File: config.mk
export PLATFORM = sky130hd
export DESIGN_NAME = day_count_to_calendar_date
export DESIGN_NICKNAME = d
export VERILOG_FILES = /design/src/design/dccd_pkg.sv /design/src/design/dccd_sub.sv /design/src/design/dccd_wkday.sv /design/src/design/day_count_to_calendar_date.sv
export VERILOG_INCLUDE_DIRS = /design/src /design/src/design
export SDC_FILE = /design/constraint.sdc
export NUM_CORES = 1
export LEC_CHECK = 0
export BUFFER_PORTS_ARGS = -buffer_cell sky130_fd_sc_hd__buf_2
export CAP_MARGIN = 20
export CORE_ASPECT_RATIO = 2
export CORE_MARGIN = 2
export CORE_UTILIZATION = 65
export DETAILED_ROUTE_END_ITERATION = 12
export MAX_ROUTING_LAYER = met4
export PLACE_DENSITY = 0.93
export SLEW_MARGIN = 40
export SYNTH_ARGS = -nofsm -noshare
export SYNTH_HDL_FRONTEND = slang
export SYNTH_SLANG_ARGS = --single-unit
File: constraint.sdc
create_clock -name clk -period 11.8 [get_ports clk]
set_clock_uncertainty 0.05 [all_clocks]
set_input_delay 0 -clock clk [delete_from_list [all_inputs] [get_ports clk]]
set_output_delay 0 -clock clk [all_outputs]
set_load 0.02 [all_outputs]
File: src/design/day_count_to_calendar_date_macros.svh
// ----------------------------------------------------------------------------
// day count to calendar date - assertion macros
// concurrent checks clocked on clk and held off during reset
// ----------------------------------------------------------------------------
`ifndef DAY_COUNT_TO_CALENDAR_DATE_MACROS_SVH
`define DAY_COUNT_TO_CALENDAR_DATE_MACROS_SVH

// consequent in the same cycle
`define DCCD_ASSERT_NOW(label, ante, cons, msg) \
	label: assert property (@(posedge clk) disable iff (!arst_n) (ante) |-> (cons)) \
		else $error(msg);

// consequent in the cycle after the antecedent
`define DCCD_ASSERT_NEXT(label, ante, cons, msg) \
	label: assert property (@(posedge clk) disable iff (!arst_n) (ante) |=> (cons)) \
		else $error(msg);

`endif

File: src/design/dccd_pkg.sv
// ----------------------------------------------------------------------------
// dccd_pkg
// types and constants shared by the day count to calendar date block
// ----------------------------------------------------------------------------
`timescale 1ns / 1ps
`default_nettype none

package dccd_pkg;

	localparam int DAY_BITS_DEF = 20;
	localparam int DAY_W        = 20;
	localparam int YEAR_W       = 13;
	localparam int MONTH_W      = 4;
	localparam int MDAY_W       = 5;
	localparam int WDAY_W       = 3;
	localparam int YOFF_W       = 9;
	localparam int CYCLE_BITS   = 18;

	localparam int BASE_YEAR   = 2000;
	localparam int CYCLE_DAYS  = 146097;
	localparam int CYCLE_YEARS = 400;
	localparam int DAYS_LEAP   = 366;
	localparam int DAYS_COMMON = 365;
	localparam int WEEK_DAYS   = 7;

	localparam logic [MONTH_W-1:0] MONTH_FEB = 4'd1;
	localparam logic [MONTH_W-1:0] MONTH_DEC = 4'd11;

	typedef enum logic [2:0] {
		ST_IDLE,
		ST_CYCLE,
		ST_YEAR,
		ST_MONTH,
		ST_DONE
	} state_t;

	typedef struct packed {
		logic              idle;
		logic [WDAY_W-1:0] residue;
	} wk_stat_t;

	// month length, february chosen by the leap flag
	function automatic logic [MDAY_W-1:0] month_len(input logic [MONTH_W-1:0] m,
		input logic leap);
		logic [MDAY_W-1:0] len;
		unique case (m)
			4'd0:    len = 5'd31;
			4'd1:    len = leap ? 5'd29 : 5'd28;
			4'd2:    len = 5'd31;
			4'd3:    len = 5'd30;
			4'd4:    len = 5'd31;
			4'd5:    len = 5'd30;
			4'd6:    len = 5'd31;
			4'd7:    len = 5'd31;
			4'd8:    len = 5'd30;
			4'd9:    len = 5'd31;
			4'd10:   len = 5'd30;
			4'd11:   len = 5'd31;
			default: len = 5'd31;
		endcase
		return len;
	endfunction

	// leap rule on the year offset within the 400-year cycle
	function automatic logic leap_off(input logic [YOFF_W-1:0] yoff);
		return (yoff[1:0] == 2'd0) && (yoff != 9'd100) && (yoff != 9'd200)
			&& (yoff != 9'd300);
	endfunction

endpackage

`default_nettype wire

File: src/design/dccd_sub.sv
// ----------------------------------------------------------------------------
// dccd_sub
// shared compare and subtract unit for cycles, years and months
// ----------------------------------------------------------------------------
`timescale 1ns / 1ps
`default_nettype none

module dccd_sub #(
	parameter int W = 18
) (
	input  wire logic [W-1:0] a,
	input  wire logic [W-1:0] b,
	output logic              ge,
	output logic [W-1:0]      diff
);

	logic [W:0] wide;

	assign wide = {1'b0, a} - {1'b0, b};
	assign ge   = ~wide[W];
	assign diff = wide[W-1:0];

endmodule

`default_nettype wire

File: src/design/dccd_wkday.sv
// ----------------------------------------------------------------------------
// dccd_wkday
// residue modulo 7 from the sum of octal digits, as 8 is 1 modulo 7
// ----------------------------------------------------------------------------
`timescale 1ns / 1ps
`default_nettype none

module dccd_wkday #(
	parameter int NBITS = 20
) (
	input  wire logic                 clk,
	input  wire logic                 arst_n,
	input  wire logic                 load,
	input  wire logic [NBITS-1:0]     value,
	output dccd_pkg::wk_stat_t        stat
);

	localparam int Groups = (NBITS + 2) / 3;
	localparam int PadW   = Groups * 3;
	// up to seven octal digits of at most 7 each stay below 64
	localparam int SumW   = 6;

	logic [PadW-1:0]                  padded;
	logic [SumW-1:0]                  digit_sum;
	logic [SumW-1:0]                  sum_q;
	logic                             pend_q;
	logic [3:0]                       fold1;
	logic [dccd_pkg::WDAY_W-1:0]      fold2;
	logic [dccd_pkg::WDAY_W-1:0]      res_d;
	logic [dccd_pkg::WDAY_W-1:0]      res_q;

	assign padded = PadW'(value);

	always_comb begin
		digit_sum = '0;
		for (int g = 0; g < Groups; g++) begin
			digit_sum = digit_sum + SumW'(padded[3*g +: 3]);
		end
	end

	assign fold1 = {1'b0, sum_q[5:3]} + {1'b0, sum_q[2:0]};
	assign fold2 = dccd_pkg::WDAY_W'(fold1[3]) + fold1[2:0];
	assign res_d = (fold2 == dccd_pkg::WDAY_W'(dccd_pkg::WEEK_DAYS)) ? '0 : fold2;

	always_ff @(posedge clk or negedge arst_n) begin
		if (!arst_n) begin
			pend_q <= 1'b0;
		end else begin
			pend_q <= load;
		end
	end

	always_ff @(posedge clk) begin
		if (load) begin
			sum_q <= digit_sum;
		end
		if (pend_q) begin
			res_q <= res_d;
		end
	end

	assign stat.idle    = !pend_q;
	assign stat.residue = res_q;

endmodule

`default_nettype wire

File: src/design/day_count_to_calendar_date.sv
// ----------------------------------------------------------------------------
// day_count_to_calendar_date
// converts days since 2000-01-01 to gregorian year, month, day and weekday
//
// channel   direction  transfer           payload
// command   in         start && !busy     day_offset
// result    out        done (one cycle)   year, month_number, day_of_month, weekday
//
// after a command transfer the block steps through ST_CYCLE, ST_YEAR, ST_MONTH and
// ST_DONE, taking off q whole 400-year cycles (up to 7), y remaining years
// (below 400) and m months (below 12), all through one shared compare and
// subtract unit; the weekday residue is registered in dccd_wkday meanwhile.
// busy falls in the result strobe cycle, so the next command can be taken at
// the edge that ends it; reset leaves the block idle with nothing to clear.
// ----------------------------------------------------------------------------
`timescale 1ns / 1ps
`default_nettype none
`include "day_count_to_calendar_date_macros.svh"

module day_count_to_calendar_date #(
	parameter int DAY_BITS = dccd_pkg::DAY_BITS_DEF
) (
	input  wire logic                          clk,
	input  wire logic                          arst_n,
	input  wire logic                          start,
	input  wire logic [dccd_pkg::DAY_W-1:0]    day_offset,
	output logic                               busy,
	output logic                               done,
	output logic [dccd_pkg::YEAR_W-1:0]        year,
	output logic [dccd_pkg::MONTH_W-1:0]       month_number,
	output logic [dccd_pkg::MDAY_W-1:0]        day_of_month,
	output logic [dccd_pkg::WDAY_W-1:0]        weekday
);

	localparam int UsedBits = (DAY_BITS < dccd_pkg::DAY_W) ? DAY_BITS : dccd_pkg::DAY_W;
	localparam int RemW     = (UsedBits > dccd_pkg::CYCLE_BITS) ? UsedBits
		: dccd_pkg::CYCLE_BITS;

	dccd_pkg::state_t                  state_q, state_d;
	logic [RemW-1:0]                   rem_q, rem_d;
	logic [dccd_pkg::YEAR_W-1:0]       year_q, year_d;
	logic [dccd_pkg::YOFF_W-1:0]       yoff_q, yoff_d;
	logic [dccd_pkg::MONTH_W-1:0]      mon_q, mon_d;
	logic                              done_q, done_d;
	logic [RemW-1:0]                   operand;
	logic [RemW-1:0]                   diff;
	logic                              ge;
	logic                              leap;
	logic                              accept;
	dccd_pkg::wk_stat_t                wk;

	logic [dccd_pkg::YEAR_W-1:0]       year_q_o;
	logic [dccd_pkg::MONTH_W-1:0]      month_q_o;
	logic [dccd_pkg::MDAY_W-1:0]       mday_q_o;
	logic [dccd_pkg::WDAY_W-1:0]       wday_q_o;

	assign accept = start && !busy;
	assign leap   = dccd_pkg::leap_off(yoff_q);

	dccd_sub #(
		.W(RemW)
	) u_sub (
		.a   (rem_q),
		.b   (operand),
		.ge  (ge),
		.diff(diff)
	);

	dccd_wkday #(
		.NBITS(UsedBits)
	) u_wkday (
		.clk   (clk),
		.arst_n(arst_n),
		.load  (accept),
		.value (day_offset[UsedBits-1:0]),
		.stat  (wk)
	);

	always_comb begin
		unique case (state_q)
			dccd_pkg::ST_CYCLE: operand = RemW'(dccd_pkg::CYCLE_DAYS);
			dccd_pkg::ST_YEAR:  operand = leap ? RemW'(dccd_pkg::DAYS_LEAP)
				: RemW'(dccd_pkg::DAYS_COMMON);
			dccd_pkg::ST_MONTH: operand = RemW'(dccd_pkg::month_len(mon_q, leap));
			default:            operand = '0;
		endcase
	end

	always_comb begin
		state_d = state_q;
		rem_d   = rem_q;
		year_d  = year_q;
		yoff_d  = yoff_q;
		mon_d   = mon_q;
		done_d  = 1'b0;
		unique case (state_q)
			dccd_pkg::ST_IDLE: begin
				if (accept) begin
					rem_d   = RemW'(day_offset[UsedBits-1:0]);
					year_d  = dccd_pkg::YEAR_W'(dccd_pkg::BASE_YEAR);
					yoff_d  = '0;
					mon_d   = '0;
					state_d = dccd_pkg::ST_CYCLE;
				end
			end
			dccd_pkg::ST_CYCLE: begin
				if (ge) begin
					rem_d  = diff;
					year_d = year_q + dccd_pkg::YEAR_W'(dccd_pkg::CYCLE_YEARS);
				end else begin
					state_d = dccd_pkg::ST_YEAR;
				end
			end
			dccd_pkg::ST_YEAR: begin
				if (ge) begin
					rem_d  = diff;
					year_d = year_q + 1'b1;
					yoff_d = yoff_q + 1'b1;
				end else begin
					state_d = dccd_pkg::ST_MONTH;
				end
			end
			dccd_pkg::ST_MONTH: begin
				if (ge && (mon_q != dccd_pkg::MONTH_DEC)) begin
					rem_d = diff;
					mon_d = mon_q + 1'b1;
				end else begin
					state_d = dccd_pkg::ST_DONE;
				end
			end
			dccd_pkg::ST_DONE: begin
				if (wk.idle) begin
					done_d  = 1'b1;
					state_d = dccd_pkg::ST_IDLE;
				end
			end
			default: state_d = dccd_pkg::ST_IDLE;
		endcase
	end

	always_ff @(posedge clk or negedge arst_n) begin
		if (!arst_n) begin
			state_q <= dccd_pkg::ST_IDLE;
			done_q  <= 1'b0;
		end else begin
			state_q <= state_d;
			done_q  <= done_d;
		end
	end

	always_ff @(posedge clk) begin
		rem_q  <= rem_d;
		year_q <= year_d;
		yoff_q <= yoff_d;
		mon_q  <= mon_d;
		if (done_d) begin
			year_q_o  <= year_q;
			month_q_o <= mon_q + 1'b1;
			mday_q_o  <= rem_q[dccd_pkg::MDAY_W-1:0] + 1'b1;
			wday_q_o  <= wk.residue;
		end
	end

	assign busy         = (state_q != dccd_pkg::ST_IDLE);
	assign done         = done_q;
	assign year         = year_q_o;
	assign month_number = month_q_o;
	assign day_of_month = mday_q_o;
	assign weekday      = wday_q_o;

	// checks
	`DCCD_ASSERT_NOW(a_done_idle, done, !busy, "result strobe while still busy")
	`DCCD_ASSERT_NEXT(a_start_busy, start && !busy, busy, "command transfer did not start work")
	`DCCD_ASSERT_NOW(a_month_range, done, (month_number != 4'd0) && (month_number <= 4'd12),
		"month out of range")
	`DCCD_ASSERT_NOW(a_wday_range, done, weekday != 3'd7, "weekday out of range")
	`DCCD_ASSERT_NOW(a_yoff_range, busy, yoff_q < 9'd400, "year offset left the cycle")

endmodule

`default_nettype wire

Yosys cells after proc, flatten, opt, wreduce, memory -nomap -nowiden
Cells that the tools add are included.
Storage, ports and cells
  register bits after elaboration: 85
  output and inout port bits: 27
Cells by class
  add/subtract/negate cells: 14
  eq/ne operators: 23
  multiplexer cells: 26
  bitwise logic cells: 1
  reductions and logical operators: 20
Operators by type and width (number)
  20-bit two-way mux: 3
  20-bit case mux with 3 select lines: 1
  18-bit case mux with 3 select lines: 1
  13-bit two-way mux: 3
  13-bit case mux with 3 select lines: 1
  6-bit by 3-bit adder with 6-bit output: 4
  20-bit by 18-bit subtractor with 21-bit output: 1
  9-bit two-way mux: 2
  9-bit case mux with 2 select lines: 1
  3-bit two-way mux: 5
  3-bit case mux with 5 select lines: 1
  13-bit by 1-bit adder with 13-bit output (second input constant): 1
  13-bit by 9-bit adder with 13-bit output (second input constant): 1
  2-bit != test (second input constant): 6
  9-bit by 1-bit adder with 9-bit output (second input constant): 1
  9-bit by 7-bit != test with 1-bit output (second input constant): 1
  9-bit by 8-bit != test with 1-bit output (second input constant): 1
  9-bit != test (second input constant): 1
  3-bit nonzero test: 3
  3-bit by 3-bit adder with 4-bit output: 2
  4-bit equality test (second input constant): 2
  4-bit two-way mux: 2
  4-bit case mux with 2 select lines: 1
  4-bit AND reduction: 2
  other kinds (25): 37

Logic depth before layout (Yosys ltp)
  depth after elaboration: 12
  gate-level depth with buffers: 16
  mapped depth without buffers: 16

Modules after synthesis
From an unflattened synthesis, not the netlist that was laid out.
Unflattened totals
  cell total of the unflattened synthesis: 514
  area total of the unflattened synthesis: 5620.4 um^2
Modules (own cells, without submodules)
  day_count_to_calendar_date: instances 1, cells each 273, area an instance 3570.9 um^2, seq. area each 2232.1 um^2
  dccd_sub: instances 1, cells each 163, area an instance 1134.8 um^2, seq. area each 0.0 um^2
  dccd_wkday: instances 1, cells each 78, area an instance 914.6 um^2, seq. area each 295.3 um^2

Worst setup path before layout
Ideal clock, no wire load.
  path kind: reg-to-reg
  start point: register state_q[2]
  end point: register rem_q[0], enable pin
  data arrival time: 3.692 ns
  data required time: 11.346 ns
  setup slack: 7.654 ns
  stages on the path, launching flop included: 15
  period minus slack after synthesis: 4.146 ns
  cells stage by stage: dfrtp_1 nor2b_1 inv_1 nor2_1 inv_1 clkbuf_1 clkbuf_1 ha_1 clkbuf_1 nand3_1 nor2_1 a21oi_2 nand2_1 a21oi_4 a21oi_1
Between the ends
  cells in the longest elaborated chain, start to end: 7
  elaborated cells on any way between the ends: 17
RTL lines
  from (decl): RTL line day_count_to_calendar_date.sv:39  | dccd_pkg::state_t state_q, state_d;
  from (signal assigned): RTL line day_count_to_calendar_date.sv:143  | state_q <= dccd_pkg::ST_IDLE;
  from (signal assigned): RTL line day_count_to_calendar_date.sv:146  | state_q <= state_d;
  3-bit by 2-bit equality test with 1-bit output / 3-bit by 1-bit equality test with 1-bit output (equally long branches): RTL line day_count_to_calendar_date.sv:80, day_count_to_calendar_date.sv:96
  18-bit case mux with 3 select lines: RTL line day_count_to_calendar_date.sv:80  | unique case (state_q)
  20-bit by 18-bit subtractor with 21-bit output: RTL line dccd_sub.sv:19  | assign wide = {1'b0, a} - {1'b0, b};
  1-bit inverter: RTL line dccd_sub.sv:20  | assign ge = ~wide[W];
  1-bit logical AND: RTL line day_count_to_calendar_date.sv:124  | if (ge && (mon_q != dccd_pkg::MONTH_DEC)) begin
  2-bit != test (no source line)
  4-bit AND reduction (no source line) (*)
  to (signal assigned): RTL line day_count_to_calendar_date.sv:152  | rem_q <= rem_d;
  to (decl): RTL line day_count_to_calendar_date.sv:40  | logic [RemW-1:0] rem_q, rem_d;
Mark *: on every way between the ends. The rest lies on a longest branch, timed or not.
A chain may end at the register's enable or synchronous reset.

Final worst setup path
  start point: register state_q[1]
  end point: register year_q[12] in the netlist's numbering, enable pin
Between the ends
  cells in the longest elaborated chain, start to end: 5
  elaborated cells on any way between the ends: 14
RTL lines
  3-bit by 2-bit equality test with 1-bit output (tied with other cells): RTL line day_count_to_calendar_date.sv:80
  18-bit case mux with 3 select lines / 1-bit zero test (equally long branches): RTL line day_count_to_calendar_date.sv:80, day_count_to_calendar_date.sv:57
  20-bit by 18-bit subtractor with 21-bit output / 1-bit logical AND (equally long branches): RTL line dccd_sub.sv:19, day_count_to_calendar_date.sv:57
  2-bit != test (no source line) / 2-bit by 1-bit != test with 1-bit output (equally long branches)
  4-bit AND reduction (no source line) (*)
  to (signal assigned): RTL line day_count_to_calendar_date.sv:153  | year_q <= year_d;
  to (decl): RTL line day_count_to_calendar_date.sv:41  | logic [dccd_pkg::YEAR_W-1:0] year_q, year_d;
Marks and branches as above.

==> reports/metrics.yaml <==
cells_and_area:
  seq_area_um2: 2527
  finish.net_count: 649
  post-route-util_pct: 75.92
  n_antenna_cell: 0
  syn2layout_area_growth_pct: 15.38
  final.fill_count: 510
  multiInputGateArea_um2: 2619
  drive_above_1_share_pct: 13.99
setup_path:
  worstSetupStartpoint: "state_q[1]$_DFFE_PN0P_"
  worstPathCellList: "nor2b_1 -> inv_1 -> nor2_1 -> inv_1 -> o22ai_1 -> ha_1 -> inv_1 -> fa_1 -> a21o_1 -> a221o_2 -> a21oi_2 -> nand2_1 -> a21oi_4 -> o21ai_1"
  crit_path_end: "year_q[12]$_DFFE_PP_"
  setup.worst_path.start_class: "flop"
  arrival_ns: 4.88
  timing.critical_path.required_ns: 11.75
  worst_setup_path_end_kind: "flop"
  ff2ff_setup_slack_ns: 6.87
  crit_path_leading_delay_family: "compound AO/OA/AOI/OAI gates"
  reg_to_reg_end: "year_q[12]$_DFFE_PP_"
  worst_setup_path_type: "reg -> reg"
  reg2reg_from: "state_q[1]$_DFFE_PN0P_"
  worstPathBufferInverterCount: 3
  crit_path_max_incr_delay_ns: 0.50
  cpMaxStageDelayCell: "sky130_fd_sc_hd__dfrtp_1"
  critPathMaxFanout: 21
  cpMostUsedCell: "sky130_fd_sc_hd__inv_1"
  r2r_cells: 14
  worstSetupPathDepth: 14
power:
  power.share.sequential_pct: 35.6
  switching_share_pct: 40.79
  power.internal_mw: 1.023
  comb_power_share_pct: 47.0
  cellPowerDensity_nw_per_um2: 278.4
  leakage_nw: 2.594
  net-switching-power_mw: 0.7048
  pwr-share-clk_pct: 17.5
  vdd_drop_max_uv: 176.1
synthesis:
  postSynthRegisterBits: 85
  synth-edff-count: 80
  post_synth_top_flop: "sky130_fd_sc_hd__edfxtp_1"
  synthSimpleGateAreaFrac_pct: 14.14
  yosys_warnings: 0
  synth_mux_area_share_pct: 0.6048
  netlist_instances: 507
  synth_area_leaders: "sky130_fd_sc_hd__edfxtp_1 (45%), sky130_fd_sc_hd__ha_1 (8.8%), sky130_fd_sc_hd__fa_1 (5.2%), sky130_fd_sc_hd__nand2_1 (3.5%), sky130_fd_sc_hd__inv_1 (3.3%)"
  combinational_family_with_the_most_area_after_synthesis: "compound AO/OA/AOI/OAI gates"
  post_synthesis_async_set_or_reset_flop_share_pct: 5.882
  synth_nets: 582
  synth-seq-area-share_pct: 46.99
  synth_top_area_cell: "sky130_fd_sc_hd__edfxtp_1"
  synth_area_per_cell_um2: 10.61
  synth-xor-area-share_pct: 4.885
  yosys.area.top_type_share_pct: 44.66
  synth-adder-area-share_pct: 14.05
  complex_gate_fraction_of_the_synthesized_area_pct: 14.91
  yosys.cell_types.count: 59
  synthesis.area_um2: 5379
grt:
  initial_antenna_violation_count: 0
  globalRoute.totalOverflow: 0
  grt_pass1_vias: 4365
  grt_start_max_net_pins: 31
  grt_usage_pct: 31.32
  grt_first_pass_wirelength_mm: 20.29
clock_network:
  cts_tree: "yes"
  clock_latency_ns: 0.34
  clock_tree.buffer_depth: 2
  ctsHtreeMaxLevel: 3
  worst_setup_hold_path_clk_slew_ns: 0.06
  tritoncts_sink_count: 85
  cts_made_buffers: 9
  ctsRootBufferMaster: "sky130_fd_sc_hd__clkbuf_16"
  post_cts.repair.setup_buffers: 0
route:
  avgViaCountPerCell: 6.422
  drc: 0
  first_iter_violations: 362
  detailroute.via_count: 4348
  number_of_optimization_iterations_in_the_first_detailed_route_pass: 7
  drt.antenna.violating_nets: 0
  totalWireLength_mm: 12.98
  drt-wirelength-per-cell_um: 19.18
sta:
  layout_min_cycle_time_ns: 4.928
  fmaxAchievable_mhz: 202.9
  setup_viol: 0
  number_of_endpoints_with_negative_hold_slack_in_the_final_report: 0
  tightest_slew_ns: 0.8004
  final.setup.tns_ns: 0
  max-slew-margin-rel_pct: 46.52
  final.period_utilization_pct: 41.76
  final_max_slew_viol_count: 0
  grt_setup_unrepaired: "false"
floorplanning:
  fp.dieW_um: 68.33
  ioPinCount: 50
  core_area_um2: 8174
  start_util_pct: 65.80
  fp.dieH_um: 132.7
  fp-row-count: 47
  floorplan.die_area_um2: 9063
placement:
  dpl.hpwl_mm: 9.329
  place.gp.congestion: 0.9132
  port_buffers: 49
run:
  cap_viol_max_count: 0
status:
  run_status: "complete, no violations"
hold_path:
  holdCritPathClass: "in -> reg"
-- cells in the final DEF (no fill, tap or decap), types with 18 or more instances in the layout --
cell	count
sky130_fd_sc_hd__buf_2	49
sky130_fd_sc_hd__inv_1	47
sky130_fd_sc_hd__nand2_1	50
sky130_fd_sc_hd__o21ai_0	26
sky130_fd_sc_hd__a21oi_1	22
sky130_fd_sc_hd__ha_1	38
sky130_fd_sc_hd__nor2_1	33
sky130_fd_sc_hd__dlygate4sd3_1	18
sky130_fd_sc_hd__edfxtp_1	80
-- worst reg2reg max path, delay by kind of cell, from the launching register on --
family / cells / cell delay [ns]
AND/OR/NAND/NOR: 3 / 0.96
AO/OA/AOI/OAI: 6 / 1.74
flip-flops: 1 / 0.50
buffers and inverters: 3 / 0.72
adder cells (fa/ha/maj): 2 / 0.62
-- power groups by stage --
stage          registers [mW]  clock network (mW)  logic, mW
2_1_floorplan           0.577                   0      0.603
3_3_place_gp            0.604                   0      0.728
3_5_place_dp            0.612                   0      0.767
4_1_cts                 0.609               0.302      0.793
5_1_grt                 0.625               0.313      0.882
6_report                0.614               0.302      0.812
-- layout make-up --
class                           instances  share of cell area [%]
Clock inverter                          5                   1.351
Inverter                               48                   2.903
Tap cell                               98                   1.976
Sequential cell                        85                   40.73
Multi-Input combinational cell        361                   42.20
Timing Repair Buffer                   69                   7.097
Clock buffer                           11                   3.750
-- metal layers --
layer | routed length, um | track usage, %
met1 | 4333 | 30.83
met5 | 0 | -
met2 | 7009 | 53.99
met4 | 913 | 20.33
met3 | 725 | 4.677
-- per-stage QoR --
step	instances	hold slack (ns)	setup slack, ns	power, mW	cell area, um^2
after floorplan	507	-0.3456	7.654	1.181	5379
after global placement	643	-0.2259	7.014	1.332	5707
after detailed placement	643	-0.2259	6.994	1.379	5707
after CTS	677	0.01943	6.968	1.704	6203
after global routing	677	0.02431	6.614	1.821	6206
final	677	0.02470	6.872	1.728	6206
-- Yosys cell counts (3+ instances only) --
master                      number
sky130_fd_sc_hd__nor2_1         35
sky130_fd_sc_hd__o2111ai_1       3
sky130_fd_sc_hd__or4_1           3
sky130_fd_sc_hd__inv_1          47
sky130_fd_sc_hd__o22ai_1         3
sky130_fd_sc_hd__nor2b_1         6
sky130_fd_sc_hd__a21boi_0        7
sky130_fd_sc_hd__nor4bb_1        3
sky130_fd_sc_hd__nand3b_1        3
sky130_fd_sc_hd__clkbuf_1       11
sky130_fd_sc_hd__a31oi_1        10
sky130_fd_sc_hd__xnor2_1        17
sky130_fd_sc_hd__nand3_1        17
sky130_fd_sc_hd__a21o_1          9
sky130_fd_sc_hd__fa_1           14
sky130_fd_sc_hd__a211oi_1        4
sky130_fd_sc_hd__nand4_1         4
sky130_fd_sc_hd__ha_1           38
sky130_fd_sc_hd__a21oi_1        22
sky130_fd_sc_hd__o31ai_1         6
sky130_fd_sc_hd__a31o_2          4
sky130_fd_sc_hd__or3_1           3
sky130_fd_sc_hd__dfrtp_1         5
sky130_fd_sc_hd__xor2_1         13
sky130_fd_sc_hd__o21ai_0        27
sky130_fd_sc_hd__and3_1         10
sky130_fd_sc_hd__nor3_1          7
sky130_fd_sc_hd__and2_1          4
sky130_fd_sc_hd__nand2_1        50
sky130_fd_sc_hd__edfxtp_1       80
sky130_fd_sc_hd__o21bai_1        3
sky130_fd_sc_hd__o21a_1          3
-- worst min-delay path by stage --
| stage | from | endpoint | slack [ns] | depth (start not counted) |
|---|---|---|---|---|
| 2_1_floorplan | arst_n | done$_DFF_PN0_ | -0.35 | 0 |
| 3_3_place_gp | arst_n | done$_DFF_PN0_ | -0.23 | 1 |
| 3_5_place_dp | arst_n | done$_DFF_PN0_ | -0.23 | 1 |
| 4_1_cts | day_offset[9] | rem_q[9]$_DFFE_PP_ | 0.02 | 3 |
| 5_1_grt | day_offset[9] | rem_q[9]$_DFFE_PP_ | 0.02 | 3 |
| 6_report | day_offset[9] | rem_q[9]$_DFFE_PP_ | 0.02 | 3 |
-- logic make-up (layout without fill, tap and decap cells) --
group | after synthesis | count (layout)
multiplexers | 3 | 3
flip-flops | 85 | 85
XOR/XNOR | 30 | 30
AND/OR/NAND/NOR | 156 | 156
adder cells (fa/ha/maj) | 52 | 52
AO/OA/AOI/OAI | 120 | 120
buffers and inverters | 61 | 133
-- what timing repair did --
action	in CTS	in global routing
resized for setup	0	0
hold buffers	18	0
endpoints found under the hold margin	21	0
-- registers in the layout, indices dropped and copies added (netlist names) --
signal	flops
month_number	4
year	13
weekday	3
done	1
yoff_q	9
u_wkday.sum_q	6
year_q	13
u_wkday.res_q	3
mon_q	4
state_q	3
u_wkday.pend_q	1
day_of_month	5
rem_q	20
Note: power is estimated with default switching activity, not from simulation.
